===== src/hdl/timed_hbridge_drive_top_macros.svh =====
// Assertion macros for the H-bridge drive block.
// Included by the top level; no other dependencies.
`ifndef TIMED_HBRIDGE_DRIVE_TOP_MACROS_SVH
`define TIMED_HBRIDGE_DRIVE_TOP_MACROS_SVH

// Same-cycle implication, disabled during reset
`define THBD_ASSERT_SAME(label, clk, rst_n, ante, cons, msg) \
    label: assert property (@(posedge clk) disable iff (!(rst_n)) (ante) |-> (cons)) \
        else $error(msg);

// Next-cycle implication, disabled during reset
`define THBD_ASSERT_NEXT(label, clk, rst_n, ante, cons, msg) \
    label: assert property (@(posedge clk) disable iff (!(rst_n)) (ante) |=> (cons)) \
        else $error(msg);

`endif


===== src/hdl/thbd_pkg.sv =====
// Shared widths, codes, reset values and structs of the H-bridge drive block.
// No dependencies; used by the register, move, control and top files of the block.
package thbd_pkg;

    localparam int unsigned SPEED_W  = 16;
    localparam int unsigned AMOUNT_W = 16;
    localparam int unsigned MAXAMT_W = 15;
    localparam int unsigned RATE_W   = 24;
    localparam int unsigned HOME_W   = 32;
    localparam int unsigned DEAD_W   = 16;
    localparam int unsigned DUTY_W   = 8;
    localparam int unsigned FRAC_W   = 8;
    localparam int unsigned PROD_W   = MAXAMT_W + RATE_W;
    localparam int unsigned DRAW_W   = PROD_W - FRAC_W;
    localparam int unsigned CFG_DATA_W = 32;
    localparam int unsigned CFG_ADDR_W = 5;

    localparam logic [DUTY_W-1:0] DUTY_MAX = {DUTY_W{1'b1}};

    // Register reset values
    localparam logic                RST_ENABLE      = 1'b1;
    localparam logic [MAXAMT_W-1:0] RST_MAX_AMOUNT  = 15'd32767;
    localparam logic [RATE_W-1:0]   RST_US_PER_UNIT = 24'd1000000;
    localparam logic [HOME_W-1:0]   RST_HOME_US     = 32'd0;
    localparam logic [DEAD_W-1:0]   RST_DEAD_TICKS  = 16'd500;

    typedef enum logic [1:0] {
        MODE_DRIVE = 2'd0,
        MODE_MOVE  = 2'd1,
        MODE_STOP  = 2'd2,
        MODE_TICK  = 2'd3
    } t_mode;

    typedef struct packed {
        logic                enable;
        logic [MAXAMT_W-1:0] max_amount;
        logic [RATE_W-1:0]   us_per_unit;
        logic [HOME_W-1:0]   home_us;
        logic [DEAD_W-1:0]   dead_ticks;
    } t_cfg;

    // Item after speed clamp and move-time multiply
    typedef struct packed {
        t_mode             mode;
        logic [DUTY_W-1:0] speed;
        logic              direction;
        logic [DRAW_W-1:0] draw;
        logic              add_home;
    } t_move_item;

endpackage


===== src/hdl/thbd_if.sv =====
// Valid/ready channels of the H-bridge drive block: command in, bridge state out.
// Depends on nothing but the payload widths written here.
interface thbd_in_if;
    logic               valid;
    logic               ready;
    logic [1:0]         mode;
    logic signed [15:0] speed;
    logic               direction;
    logic signed [15:0] amount;
    logic               add_home;

    modport source (output valid, mode, speed, direction, amount, add_home, input ready);
    modport sink   (input valid, mode, speed, direction, amount, add_home, output ready);
endinterface

interface thbd_out_if;
    logic       valid;
    logic       ready;
    logic       line_one;
    logic       line_two;
    logic [7:0] duty;
    logic       dead_time_active;
    logic       move_active;

    modport source (output valid, line_one, line_two, duty, dead_time_active, move_active,
                    input ready);
    modport sink   (input valid, line_one, line_two, duty, dead_time_active, move_active,
                    output ready);
endinterface


===== src/hdl/thbd_regs.sv =====
// APB-style configuration registers of the H-bridge drive block.
// Depends on thbd_pkg.
module thbd_regs
    import thbd_pkg::*;
(
    input  logic                  i_clk,
    input  logic                  i_rst_n,
    input  logic                  psel,
    input  logic                  penable,
    input  logic                  pwrite,
    input  logic [CFG_ADDR_W-1:0] paddr,
    input  logic [CFG_DATA_W-1:0] pwdata,
    output logic [CFG_DATA_W-1:0] prdata,
    output logic                  pready,
    output t_cfg                  o_cfg
);

    typedef enum logic [2:0] {
        REG_ENABLE      = 3'd0,
        REG_MAX_AMOUNT  = 3'd1,
        REG_US_PER_UNIT = 3'd2,
        REG_HOME_US     = 3'd3,
        REG_DEAD_TICKS  = 3'd4
    } t_reg_idx;

    t_cfg       r_cfg;
    logic [2:0] w_idx;
    logic       w_wr;

    assign w_idx  = paddr[CFG_ADDR_W-1:2];
    assign w_wr   = psel && penable && pwrite;
    assign pready = 1'b1;
    assign o_cfg  = r_cfg;

    // Write on the access cycle
    always_ff @(posedge i_clk) begin
        if (!i_rst_n) begin
            r_cfg.enable      <= RST_ENABLE;
            r_cfg.max_amount  <= RST_MAX_AMOUNT;
            r_cfg.us_per_unit <= RST_US_PER_UNIT;
            r_cfg.home_us     <= RST_HOME_US;
            r_cfg.dead_ticks  <= RST_DEAD_TICKS;
        end else if (w_wr) begin
            case (w_idx)
                REG_ENABLE:      r_cfg.enable      <= pwdata[0];
                REG_MAX_AMOUNT:  r_cfg.max_amount  <= pwdata[MAXAMT_W-1:0];
                REG_US_PER_UNIT: r_cfg.us_per_unit <= pwdata[RATE_W-1:0];
                REG_HOME_US:     r_cfg.home_us     <= pwdata[HOME_W-1:0];
                REG_DEAD_TICKS:  r_cfg.dead_ticks  <= pwdata[DEAD_W-1:0];
                default: ;
            endcase
        end
    end

    // Read back
    always_comb begin
        case (w_idx)
            REG_ENABLE:      prdata = CFG_DATA_W'(r_cfg.enable);
            REG_MAX_AMOUNT:  prdata = CFG_DATA_W'(r_cfg.max_amount);
            REG_US_PER_UNIT: prdata = CFG_DATA_W'(r_cfg.us_per_unit);
            REG_HOME_US:     prdata = CFG_DATA_W'(r_cfg.home_us);
            REG_DEAD_TICKS:  prdata = CFG_DATA_W'(r_cfg.dead_ticks);
            default:         prdata = '0;
        endcase
    end

endmodule


===== src/hdl/thbd_move.sv =====
// Input register, speed clamp and move-time multiply of the H-bridge drive block.
// Depends on thbd_pkg and thbd_if.
module thbd_move
    import thbd_pkg::*;
(
    input  logic                i_clk,
    input  logic                i_rst_n,
    thbd_in_if.sink             i_in,
    input  logic [MAXAMT_W-1:0] i_max_amount,
    input  logic [RATE_W-1:0]   i_us_per_unit,
    output t_move_item          o_item,
    output logic                o_valid,
    input  logic                i_ready
);

    logic                       r_s1_valid;
    logic [1:0]                 r_s1_mode;
    logic signed [SPEED_W-1:0]  r_s1_speed;
    logic                       r_s1_direction;
    logic signed [AMOUNT_W-1:0] r_s1_amount;
    logic                       r_s1_add_home;
    logic                       r_s2_valid;
    t_move_item                 r_s2;

    logic                w_s1_adv;
    logic [MAXAMT_W-1:0] w_amt;
    logic [PROD_W-1:0]   w_prod;
    logic [DUTY_W-1:0]   w_speed;

    assign w_s1_adv   = !r_s2_valid || i_ready;
    assign i_in.ready = !r_s1_valid || w_s1_adv;
    assign o_item     = r_s2;
    assign o_valid    = r_s2_valid;

    // Clamp amount to 0..max; non-positive gives zero time
    always_comb begin
        if (r_s1_amount[AMOUNT_W-1]) begin
            w_amt = '0;
        end else if (r_s1_amount[MAXAMT_W-1:0] > i_max_amount) begin
            w_amt = i_max_amount;
        end else begin
            w_amt = r_s1_amount[MAXAMT_W-1:0];
        end
    end

    assign w_prod = PROD_W'(w_amt) * PROD_W'(i_us_per_unit);

    // Clamp speed to 0..255
    always_comb begin
        if (r_s1_speed[SPEED_W-1]) begin
            w_speed = '0;
        end else if (r_s1_speed[SPEED_W-2:DUTY_W] != '0) begin
            w_speed = DUTY_MAX;
        end else begin
            w_speed = r_s1_speed[DUTY_W-1:0];
        end
    end

    // Capture a transfer into the input register
    always_ff @(posedge i_clk) begin
        if (!i_rst_n) begin
            r_s1_valid <= 1'b0;
        end else if (i_in.ready) begin
            r_s1_valid <= i_in.valid;
        end
    end

    always_ff @(posedge i_clk) begin
        if (i_in.ready) begin
            r_s1_mode      <= i_in.mode;
            r_s1_speed     <= i_in.speed;
            r_s1_direction <= i_in.direction;
            r_s1_amount    <= i_in.amount;
            r_s1_add_home  <= i_in.add_home;
        end
    end

    // Advance into the product register
    always_ff @(posedge i_clk) begin
        if (!i_rst_n) begin
            r_s2_valid <= 1'b0;
        end else if (w_s1_adv) begin
            r_s2_valid <= r_s1_valid;
        end
    end

    always_ff @(posedge i_clk) begin
        if (w_s1_adv) begin
            r_s2.mode      <= t_mode'(r_s1_mode);
            r_s2.speed     <= w_speed;
            r_s2.direction <= r_s1_direction;
            r_s2.draw      <= w_prod[PROD_W-1:FRAC_W];
            r_s2.add_home  <= r_s1_add_home;
        end
    end

endmodule


===== src/hdl/thbd_ctrl.sv =====
// Bridge state update (dead time, move countdown) and result register.
// Depends on thbd_pkg and thbd_if.
module thbd_ctrl
    import thbd_pkg::*;
(
    input  logic       i_clk,
    input  logic       i_rst_n,
    input  t_cfg       i_cfg,
    input  t_move_item i_item,
    input  logic       i_valid,
    output logic       o_ready,
    thbd_out_if.source o_out
);

    typedef enum logic [1:0] {
        BR_COAST = 2'd0,
        BR_ONE   = 2'd1,
        BR_TWO   = 2'd2
    } t_bridge;

    t_bridge           r_bridge,        n_bridge;
    logic              r_last_dir,      n_last_dir;
    logic [DUTY_W-1:0] r_last_speed,    n_last_speed;
    logic [DEAD_W-1:0] r_dead_count,    n_dead_count;
    logic [DUTY_W-1:0] r_pend_speed,    n_pend_speed;
    logic              r_pend_dir,      n_pend_dir;
    logic [HOME_W-1:0] r_move_count,    n_move_count;
    logic              r_move_armed,    n_move_armed;
    logic              r_out_valid;
    logic              r_line_one,      n_line_one;
    logic              r_line_two,      n_line_two;
    logic [DUTY_W-1:0] r_duty,          n_duty;
    logic              r_dead_active,   n_dead_active;

    logic [HOME_W:0]   w_sum;
    logic [HOME_W-1:0] w_total;
    logic              w_fire;
    logic              w_zero_move;
    logic              w_clear;

    assign o_ready = !r_out_valid || o_out.ready;
    assign w_fire  = i_valid && o_ready;

    // Move time plus optional homing time, saturated
    assign w_sum = (HOME_W+1)'(i_item.draw)
                 + (HOME_W+1)'(i_item.add_home ? i_cfg.home_us : '0);
    assign w_total = w_sum[HOME_W] ? {HOME_W{1'b1}} : w_sum[HOME_W-1:0];
    assign w_zero_move = (i_item.mode == MODE_MOVE) && (w_total == '0);

    // Next state
    always_comb begin
        n_bridge     = r_bridge;
        n_last_dir   = r_last_dir;
        n_last_speed = r_last_speed;
        n_dead_count = r_dead_count;
        n_pend_speed = r_pend_speed;
        n_pend_dir   = r_pend_dir;
        n_move_count = r_move_count;
        n_move_armed = r_move_armed;
        w_clear      = 1'b0;
        if (w_fire && i_cfg.enable) begin
            if (i_item.mode == MODE_STOP || w_zero_move) begin
                w_clear = 1'b1;
            end else if (i_item.mode == MODE_DRIVE || i_item.mode == MODE_MOVE) begin
                if (r_dead_count != '0) begin
                    // replace the pending command, keep counting
                    n_pend_speed = i_item.speed;
                    n_pend_dir   = i_item.direction;
                end else if (i_item.direction != r_last_dir && r_last_speed != '0 &&
                             i_cfg.dead_ticks != '0) begin
                    // reversal of a running motor: coast first
                    n_bridge     = BR_COAST;
                    n_dead_count = i_cfg.dead_ticks;
                    n_pend_speed = i_item.speed;
                    n_pend_dir   = i_item.direction;
                end else begin
                    n_bridge     = i_item.direction ? BR_ONE : BR_TWO;
                    n_last_speed = i_item.speed;
                    n_last_dir   = i_item.direction;
                end
                if (i_item.mode == MODE_MOVE) begin
                    n_move_count = w_total;
                    n_move_armed = 1'b1;
                end
            end else begin
                // one microsecond tick
                if (r_dead_count != '0) begin
                    n_dead_count = r_dead_count - 1'b1;
                    if (r_dead_count == DEAD_W'(1)) begin
                        n_bridge     = r_pend_dir ? BR_ONE : BR_TWO;
                        n_last_speed = r_pend_speed;
                        n_last_dir   = r_pend_dir;
                    end
                end else if (r_move_armed) begin
                    if (r_move_count <= HOME_W'(1)) begin
                        w_clear = 1'b1;
                    end else begin
                        n_move_count = r_move_count - 1'b1;
                    end
                end
            end
        end
        if (w_clear) begin
            n_bridge     = BR_COAST;
            n_last_speed = '0;
            n_dead_count = '0;
            n_pend_speed = '0;
            n_pend_dir   = 1'b0;
            n_move_count = '0;
            n_move_armed = 1'b0;
        end
    end

    // Result fields from the updated state
    always_comb begin
        n_dead_active = (n_dead_count != '0);
        n_line_one    = !n_dead_active && (n_bridge == BR_ONE);
        n_line_two    = !n_dead_active && (n_bridge == BR_TWO);
        n_duty        = (n_line_one || n_line_two) ? n_last_speed : '0;
    end

    // Hold state and the result register
    always_ff @(posedge i_clk) begin
        if (!i_rst_n) begin
            r_bridge      <= BR_COAST;
            r_last_dir    <= 1'b0;
            r_last_speed  <= '0;
            r_dead_count  <= '0;
            r_pend_speed  <= '0;
            r_pend_dir    <= 1'b0;
            r_move_count  <= '0;
            r_move_armed  <= 1'b0;
            r_out_valid   <= 1'b0;
            r_line_one    <= 1'b0;
            r_line_two    <= 1'b0;
            r_duty        <= '0;
            r_dead_active <= 1'b0;
        end else begin
            if (w_fire) begin
                r_bridge      <= n_bridge;
                r_last_dir    <= n_last_dir;
                r_last_speed  <= n_last_speed;
                r_dead_count  <= n_dead_count;
                r_pend_speed  <= n_pend_speed;
                r_pend_dir    <= n_pend_dir;
                r_move_count  <= n_move_count;
                r_move_armed  <= n_move_armed;
                r_line_one    <= n_line_one;
                r_line_two    <= n_line_two;
                r_duty        <= n_duty;
                r_dead_active <= n_dead_active;
                r_out_valid   <= 1'b1;
            end else if (o_out.ready) begin
                r_out_valid   <= 1'b0;
            end
        end
    end

    assign o_out.valid            = r_out_valid;
    assign o_out.line_one         = r_line_one;
    assign o_out.line_two         = r_line_two;
    assign o_out.duty             = r_duty;
    assign o_out.dead_time_active = r_dead_active;
    assign o_out.move_active      = r_move_armed;

endmodule


===== src/hdl/timed_hbridge_drive_top.sv =====
// H-bridge drive with reversal dead time and timed moves. Each command or tick
// transfer yields exactly one result showing the bridge lines, duty, dead-time and
// move flags after that item. One item is accepted every clock cycle unless the
// result side stalls. Items pass the input register, move-time multiply register,
// state-update and result register. The 15x24 multiply has its own register stage;
// the per-item state update (dead-time and move counters) is the loop that sets
// rate. The user must write configuration through the APB-style port only while no
// item is in flight; the block does not enforce this.
`include "timed_hbridge_drive_top_macros.svh"

module timed_hbridge_drive_top
    import thbd_pkg::*;
(
    input  logic                  i_clk,
    input  logic                  i_rst_n,
    thbd_in_if.sink               i_in,
    thbd_out_if.source            o_out,
    input  logic                  psel,
    input  logic                  penable,
    input  logic                  pwrite,
    input  logic [CFG_ADDR_W-1:0] paddr,
    input  logic [CFG_DATA_W-1:0] pwdata,
    output logic [CFG_DATA_W-1:0] prdata,
    output logic                  pready
);

    t_cfg       w_cfg;
    t_move_item w_item;
    logic       w_item_valid;
    logic       w_item_ready;

    // Configuration registers
    thbd_regs u_regs (
        .i_clk   (i_clk),
        .i_rst_n (i_rst_n),
        .psel    (psel),
        .penable (penable),
        .pwrite  (pwrite),
        .paddr   (paddr),
        .pwdata  (pwdata),
        .prdata  (prdata),
        .pready  (pready),
        .o_cfg   (w_cfg)
    );

    // Input register and move-time multiply
    thbd_move u_move (
        .i_clk         (i_clk),
        .i_rst_n       (i_rst_n),
        .i_in          (i_in),
        .i_max_amount  (w_cfg.max_amount),
        .i_us_per_unit (w_cfg.us_per_unit),
        .o_item        (w_item),
        .o_valid       (w_item_valid),
        .i_ready       (w_item_ready)
    );

    // State update and result register
    thbd_ctrl u_ctrl (
        .i_clk   (i_clk),
        .i_rst_n (i_rst_n),
        .i_cfg   (w_cfg),
        .i_item  (w_item),
        .i_valid (w_item_valid),
        .o_ready (w_item_ready),
        .o_out   (o_out)
    );

    // Dead time never drives the bridge
    `THBD_ASSERT_SAME(a_dead_coasts, i_clk, i_rst_n,
        o_out.valid && o_out.dead_time_active,
        !o_out.line_one && !o_out.line_two && o_out.duty == '0,
        "bridge driven during dead time")

    // Non-zero duty goes with exactly one active line
    `THBD_ASSERT_SAME(a_duty_one_line, i_clk, i_rst_n,
        o_out.valid && o_out.duty != '0,
        o_out.line_one != o_out.line_two,
        "duty applied without exactly one bridge line")

    // An item leaving the product stage shows up as a result next cycle
    `THBD_ASSERT_NEXT(a_item_to_result, i_clk, i_rst_n,
        w_item_valid && w_item_ready,
        o_out.valid,
        "state update did not produce a result")

endmodule


===== src/flat_wrapper.sv =====
// flat-port wrapper written by rule: the top's interface ports become plain ports
module timed_hbridge_drive_top_flat import thbd_pkg::*;
  (i_clk, i_rst_n, psel, penable, pwrite, paddr, pwdata, prdata, pready, i_in_valid, i_in_mode, i_in_speed, i_in_direction, i_in_amount, i_in_add_home, i_in_ready, o_out_valid, o_out_line_one, o_out_line_two, o_out_duty, o_out_dead_time_active, o_out_move_active, o_out_ready);
  thbd_in_if i_in_i ();
  thbd_out_if o_out_i ();
  input  logic i_clk;
  input  logic i_rst_n;
  input  logic psel;
  input  logic penable;
  input  logic pwrite;
  input  logic [CFG_ADDR_W-1:0] paddr;
  input  logic [CFG_DATA_W-1:0] pwdata;
  output logic [CFG_DATA_W-1:0] prdata;
  output logic pready;
  input wire logic [$bits(i_in_i.valid)-1:0] i_in_valid;
  input wire logic [$bits(i_in_i.mode)-1:0] i_in_mode;
  input wire logic [$bits(i_in_i.speed)-1:0] i_in_speed;
  input wire logic [$bits(i_in_i.direction)-1:0] i_in_direction;
  input wire logic [$bits(i_in_i.amount)-1:0] i_in_amount;
  input wire logic [$bits(i_in_i.add_home)-1:0] i_in_add_home;
  output wire logic [$bits(i_in_i.ready)-1:0] i_in_ready;
  output wire logic [$bits(o_out_i.valid)-1:0] o_out_valid;
  output wire logic [$bits(o_out_i.line_one)-1:0] o_out_line_one;
  output wire logic [$bits(o_out_i.line_two)-1:0] o_out_line_two;
  output wire logic [$bits(o_out_i.duty)-1:0] o_out_duty;
  output wire logic [$bits(o_out_i.dead_time_active)-1:0] o_out_dead_time_active;
  output wire logic [$bits(o_out_i.move_active)-1:0] o_out_move_active;
  input wire logic [$bits(o_out_i.ready)-1:0] o_out_ready;
  assign i_in_i.valid = i_in_valid;
  assign i_in_i.mode = i_in_mode;
  assign i_in_i.speed = i_in_speed;
  assign i_in_i.direction = i_in_direction;
  assign i_in_i.amount = i_in_amount;
  assign i_in_i.add_home = i_in_add_home;
  assign i_in_ready = i_in_i.ready;
  assign o_out_valid = o_out_i.valid;
  assign o_out_line_one = o_out_i.line_one;
  assign o_out_line_two = o_out_i.line_two;
  assign o_out_duty = o_out_i.duty;
  assign o_out_dead_time_active = o_out_i.dead_time_active;
  assign o_out_move_active = o_out_i.move_active;
  assign o_out_i.ready = o_out_ready;
  timed_hbridge_drive_top u_core (.i_clk(i_clk), .i_rst_n(i_rst_n), .i_in(i_in_i), .o_out(o_out_i), .psel(psel), .penable(penable), .pwrite(pwrite), .paddr(paddr), .pwdata(pwdata), .prdata(prdata), .pready(pready));
endmodule

===== config.mk =====
export PLATFORM = sky130hd
export DESIGN_NAME = timed_hbridge_drive_top_flat
export DESIGN_NICKNAME = d
export VERILOG_FILES = /design/src/hdl/thbd_pkg.sv /design/src/hdl/thbd_if.sv /design/src/hdl/thbd_regs.sv /design/src/hdl/thbd_move.sv /design/src/hdl/thbd_ctrl.sv /design/src/hdl/timed_hbridge_drive_top.sv /design/src/flat_wrapper.sv
export VERILOG_INCLUDE_DIRS = /design/src /design/src/hdl
export SDC_FILE = /design/constraint.sdc
export NUM_CORES = 2
export LEC_CHECK = 0
export ABC_AREA = 1
export ABC_CLOCK_PERIOD_IN_PS = 9100
export BUFFER_PORTS_ARGS = -buffer_cell sky130_fd_sc_hd__clkbuf_2
export CAP_MARGIN = 40
export CORE_UTILIZATION = 30
export CTS_CLUSTER_SIZE = 8
export DETAILED_ROUTE_END_ITERATION = 10
export PLACE_DENSITY = 0.57
export SLEW_MARGIN = 20
export SYNTH_ARGS = -nofsm -noshare
export SYNTH_HDL_FRONTEND = slang
export SYNTH_SLANG_ARGS = --single-unit

===== constraint.sdc =====
create_clock -name i_clk -period 9.1 [get_ports i_clk]
set_input_delay 0.455 -clock i_clk [delete_from_list [all_inputs] [get_ports i_clk]]
set_output_delay 0.455 -clock i_clk [all_outputs]
set_load 0.02 [all_outputs]

==> metrics <==
fraction of registers with async set/reset 0%; Setup-failing EPs final 0; die area 88400 sq um; total track usage between 10% and 20%; Net Sw Power 1960 uW; Fin Hold WS roughly 73 ps; largest area contributor in the netlist fa_1; # IOs 127; Std-Cell Rows 107; Vias/cell a little under 5; Worst setup EP type flop; total CTS buffers 40; Starting Density between 30% and 40%; Worst-path clk slew about 50 ps; max-cap violations 0; internal power around 2800 uW; filler instances 9250; first-pass GRT wire length 135000 um; Yosys cell types 61; Overflow after GRT 0; hold_sp i_in_speed[15]; Post-synth EDFFs 79; sw frac roughly two fifths; Slew headroom roughly 45%; status finished clean; clk_lat worst skew 570 ps; Iteration-0 DRC Markers 2061; max incr delay on CP 590 ps; hold-critical path depth 1; top-count cell post-synth nand2_1; Final WS setup around 570 ps; Syn Std Cell Area 26200 sq um; Worst R2R Start u_core.u_move.r_s1_amount[2]$_DFFE_PP_; share of cells above drive strength 1 8.18%; Final nets 4190; LEAKAGE 0.0144 uW; height of the die 297 um; Flop pwr share 27.7%; final hold violations 0; reg2reg path depth 34; Post-synth top cells 832 x nand2_1, 659 x inv_1, 465 x nor2_1, 284 x fa_1, 176 x o21ai_0; routed vias 23.9k; TritonCTS clock tree done; DRT Pass-1 Iters 5; Antenna diodes 0; Synth Flop Type dfxtp_1; Clock Tree Buf Depth 3; # port buffers 123; pre-CTS setup slack 648 ps; RSZ-0062 raised after global routing false; DP Cell Count 4776; CP Launch Type flop; WP buf/inv 7; Least-Margin Pin Slew 830 ps; Post-Layout Cell Count 4846; syn_area_per_cell between 7 and 8 sq um; largest net degree at the start of global routing 71; post-DP HPWL 67700 um; pwr dens 163 nW/um^2; Comb power frac 42.0%; Worst EP required 9400 ps; clk sink count 250; min cycle time layout 8530 ps; Seq/Total Area, Yosys between 20% and 30%; WL per Instance around 18 um; Gate Count Post-Synth 3592; drt drc 0; Syn Nets 4106; reg2reg setup slack about 570 ps; core area about 86000 sq um; peak supply drop 0.000132 V; period utilization between 90% and 100%; P&R area growth vs syn 12.1%; Max Fclk 117 MHz; largest fanout on the critical path 27; initial antenna violation count 1; crit path kind reg -> reg; ranking of synthesized cells by area fa_1 22%, dfxtp_1 13%, nand2_1 12%, inv_1 9.4%, edfxtp_1 9.1%; clock network power share 30.3%; Sum Neg Setup Slack 0 ps; H-tree depth 2; top cell family by delay on the critical path adder cells; Post-CTS Setup Bufs 0; count of final max-slew check failures 0; Die Width 297 um; wirelength, routed 86000 um; CP max-delay cell nor3_1; vias in the first global route 23.8k; Final Skew 24.6 ps; routability cong. 0.899; Top cell by count, worst path nand2_1; clock root cell clkbuf_16; CP Data Arrival Time 8830 ps; Final ANT Viol Nets 0; warnings from Yosys 0; hold endpoint u_core.u_move.r_s1_speed[15]$_DFFE_PP_; number of synthesized register bits 250; worst r2r dst u_core.u_move.o_item[29]$_DFFE_PP_; Hold Path Class in -> reg; top cell type's share of synthesized area 21.7%
==> flip-flops by register name (all words and copies together), names as in the netlist <==
signal and count:
u_core.u_ctrl.o_out.line_two 1, u_core.u_move.r_s1_speed 16, u_core.u_ctrl.o_out.move_active 1, u_core.u_ctrl.r_bridge 2, u_core.u_move.o_item 43, u_core.u_regs.o_cfg 88, u_core.u_ctrl.r_dead_count 16, u_core.u_ctrl.o_out.duty 8
u_core.u_ctrl.o_out.valid 1, u_core.u_move.r_s1_valid 1, u_core.u_ctrl.r_last_speed 8, u_core.u_ctrl.o_out.dead_time_active 1, u_core.u_ctrl.r_move_count 32, u_core.u_move.r_s1_mode 2, u_core.u_ctrl.r_pend_speed 8, u_core.u_ctrl.o_out.line_one 1
u_core.u_ctrl.r_last_dir 1, u_core.u_ctrl.r_pend_dir 1, u_core.u_move.r_s1_amount 16, u_core.u_move.r_s1_direction 1, u_core.u_move.r_s1_add_home 1, u_core.u_move.o_valid 1
==> power by group through the flow <==
stage / Sequential, uW / Combinational, uW / Clock [uW]
6_report: 1320 / 2000 / 1440
5_1_grt: 1330 / 2270 / 1520
4_1_cts: 1320 / 2010 / 1480
3_5_place_dp: 1350 / 1990 / 0
3_3_place_gp: 1350 / 1980 / 0
2_1_floorplan: 1330 / 1410 / 0
==> cell type report <==
cell class / count / area (sq um) / share of cell area, %
clock buffer: 62 / 1160 / 3.94
clock inverter: 6 / 47.5 / 0.162
inverter: 689 / 2590 / 8.82
multi-input combinational: 2524 / 17300 / 58.9
sequential: 250 / 5800 / 19.8
tap: 1144 / 1430 / 4.88
timing repair buffer: 171 / 1040 / 3.55
==> routing by layer <==
| layer | global-route usage [%] | up-vias | part of all wire (%) |
|---|---|---|---|
| met1 | 27.3 | 11500 | 46 |
| met3 | 3.24 | 116 | 7.4 |
| met5 | 0 | - | 0 |
| met4 | 5.84 | 0 | 2.7 |
| li1 | - | 11400 | - |
| met2 | 30.7 | 799 | 44 |
==> metrics by stage <==
stage | utilization, % | instance area (sq um) | power [uW]
6_report | 34.2 | 29300 | 4770
4_1_cts | 34.2 | 29300 | 4810
3_5_place_dp | 32.8 | 28100 | 3340
2_1_floorplan | - | 26200 | 2730
3_3_place_gp | 32.7 | 28000 | 3330
5_1_grt | 34.2 | 29300 | 5130
==> kinds of logic after synthesis <==
| family | share of synthesized area [%] |
|---|---|
| and+or+nand+nor | 24.5 |
| buffers and inverters | 11.9 |
| AOI/OAI and AO/OA | 11.3 |
| adders and majority gates | 28.9 |
| DFF | 22.1 |
| xor gates and xnor gates | 1.17 |
| other | 0.0143 |
==> cells in the final DEF (no fill, tap or decap), types with 17 or more instances in the layout <==
cell         n
a221oi_1    17
o2111ai_1   18
buf_4       44
inv_1      657
clkbuf_16   42
o21ai_0    176
nand3_1    125
xor2_1      30
ha_1       150
clkinv_1    18
clkbuf_2   122
dfxtp_1    171
nor4_1      17
nor3_1      35
a21oi_1    160
o211ai_1    32
nand4_1     33
edfxtp_1    79
nand2_1    831
nor2_1     465
clkbuf_1    17
fa_1       284
==> worst max path at each step <==
| stage | from | endpoint | depth (start not counted) |
|---|---|---|---|
| 6_report | u_core.u_move.r_s1_amount[2]$_DFFE_PP_ | u_core.u_move.o_item[29]$_DFFE_PP_ | 34 |
| 4_1_cts | u_core.u_move.r_s1_amount[2]$_DFFE_PP_ | u_core.u_move.o_item[29]$_DFFE_PP_ | 34 |
| 3_3_place_gp | u_core.u_move.r_s1_amount[2]$_DFFE_PP_ | u_core.u_move.o_item[29]$_DFFE_PP_ | 34 |
| 3_5_place_dp | u_core.u_move.r_s1_amount[2]$_DFFE_PP_ | u_core.u_move.o_item[29]$_DFFE_PP_ | 34 |
| 5_1_grt | u_core.u_move.r_s1_amount[2]$_DFFE_PP_ | u_core.u_move.o_item[21]$_DFFE_PP_ | 34 |
| 2_1_floorplan | u_core.u_move.r_s1_amount[2]$_DFFE_PP_ | u_core.u_move.o_item[27]$_DFFE_PP_ | 35 |
==> what timing repair did <==
item	CTS	global route
resized for setup	0	1
hold buffers	0	0
endpoints found under the setup margin	0	1
No activity file was read; power rests on OpenSTA's default activity.
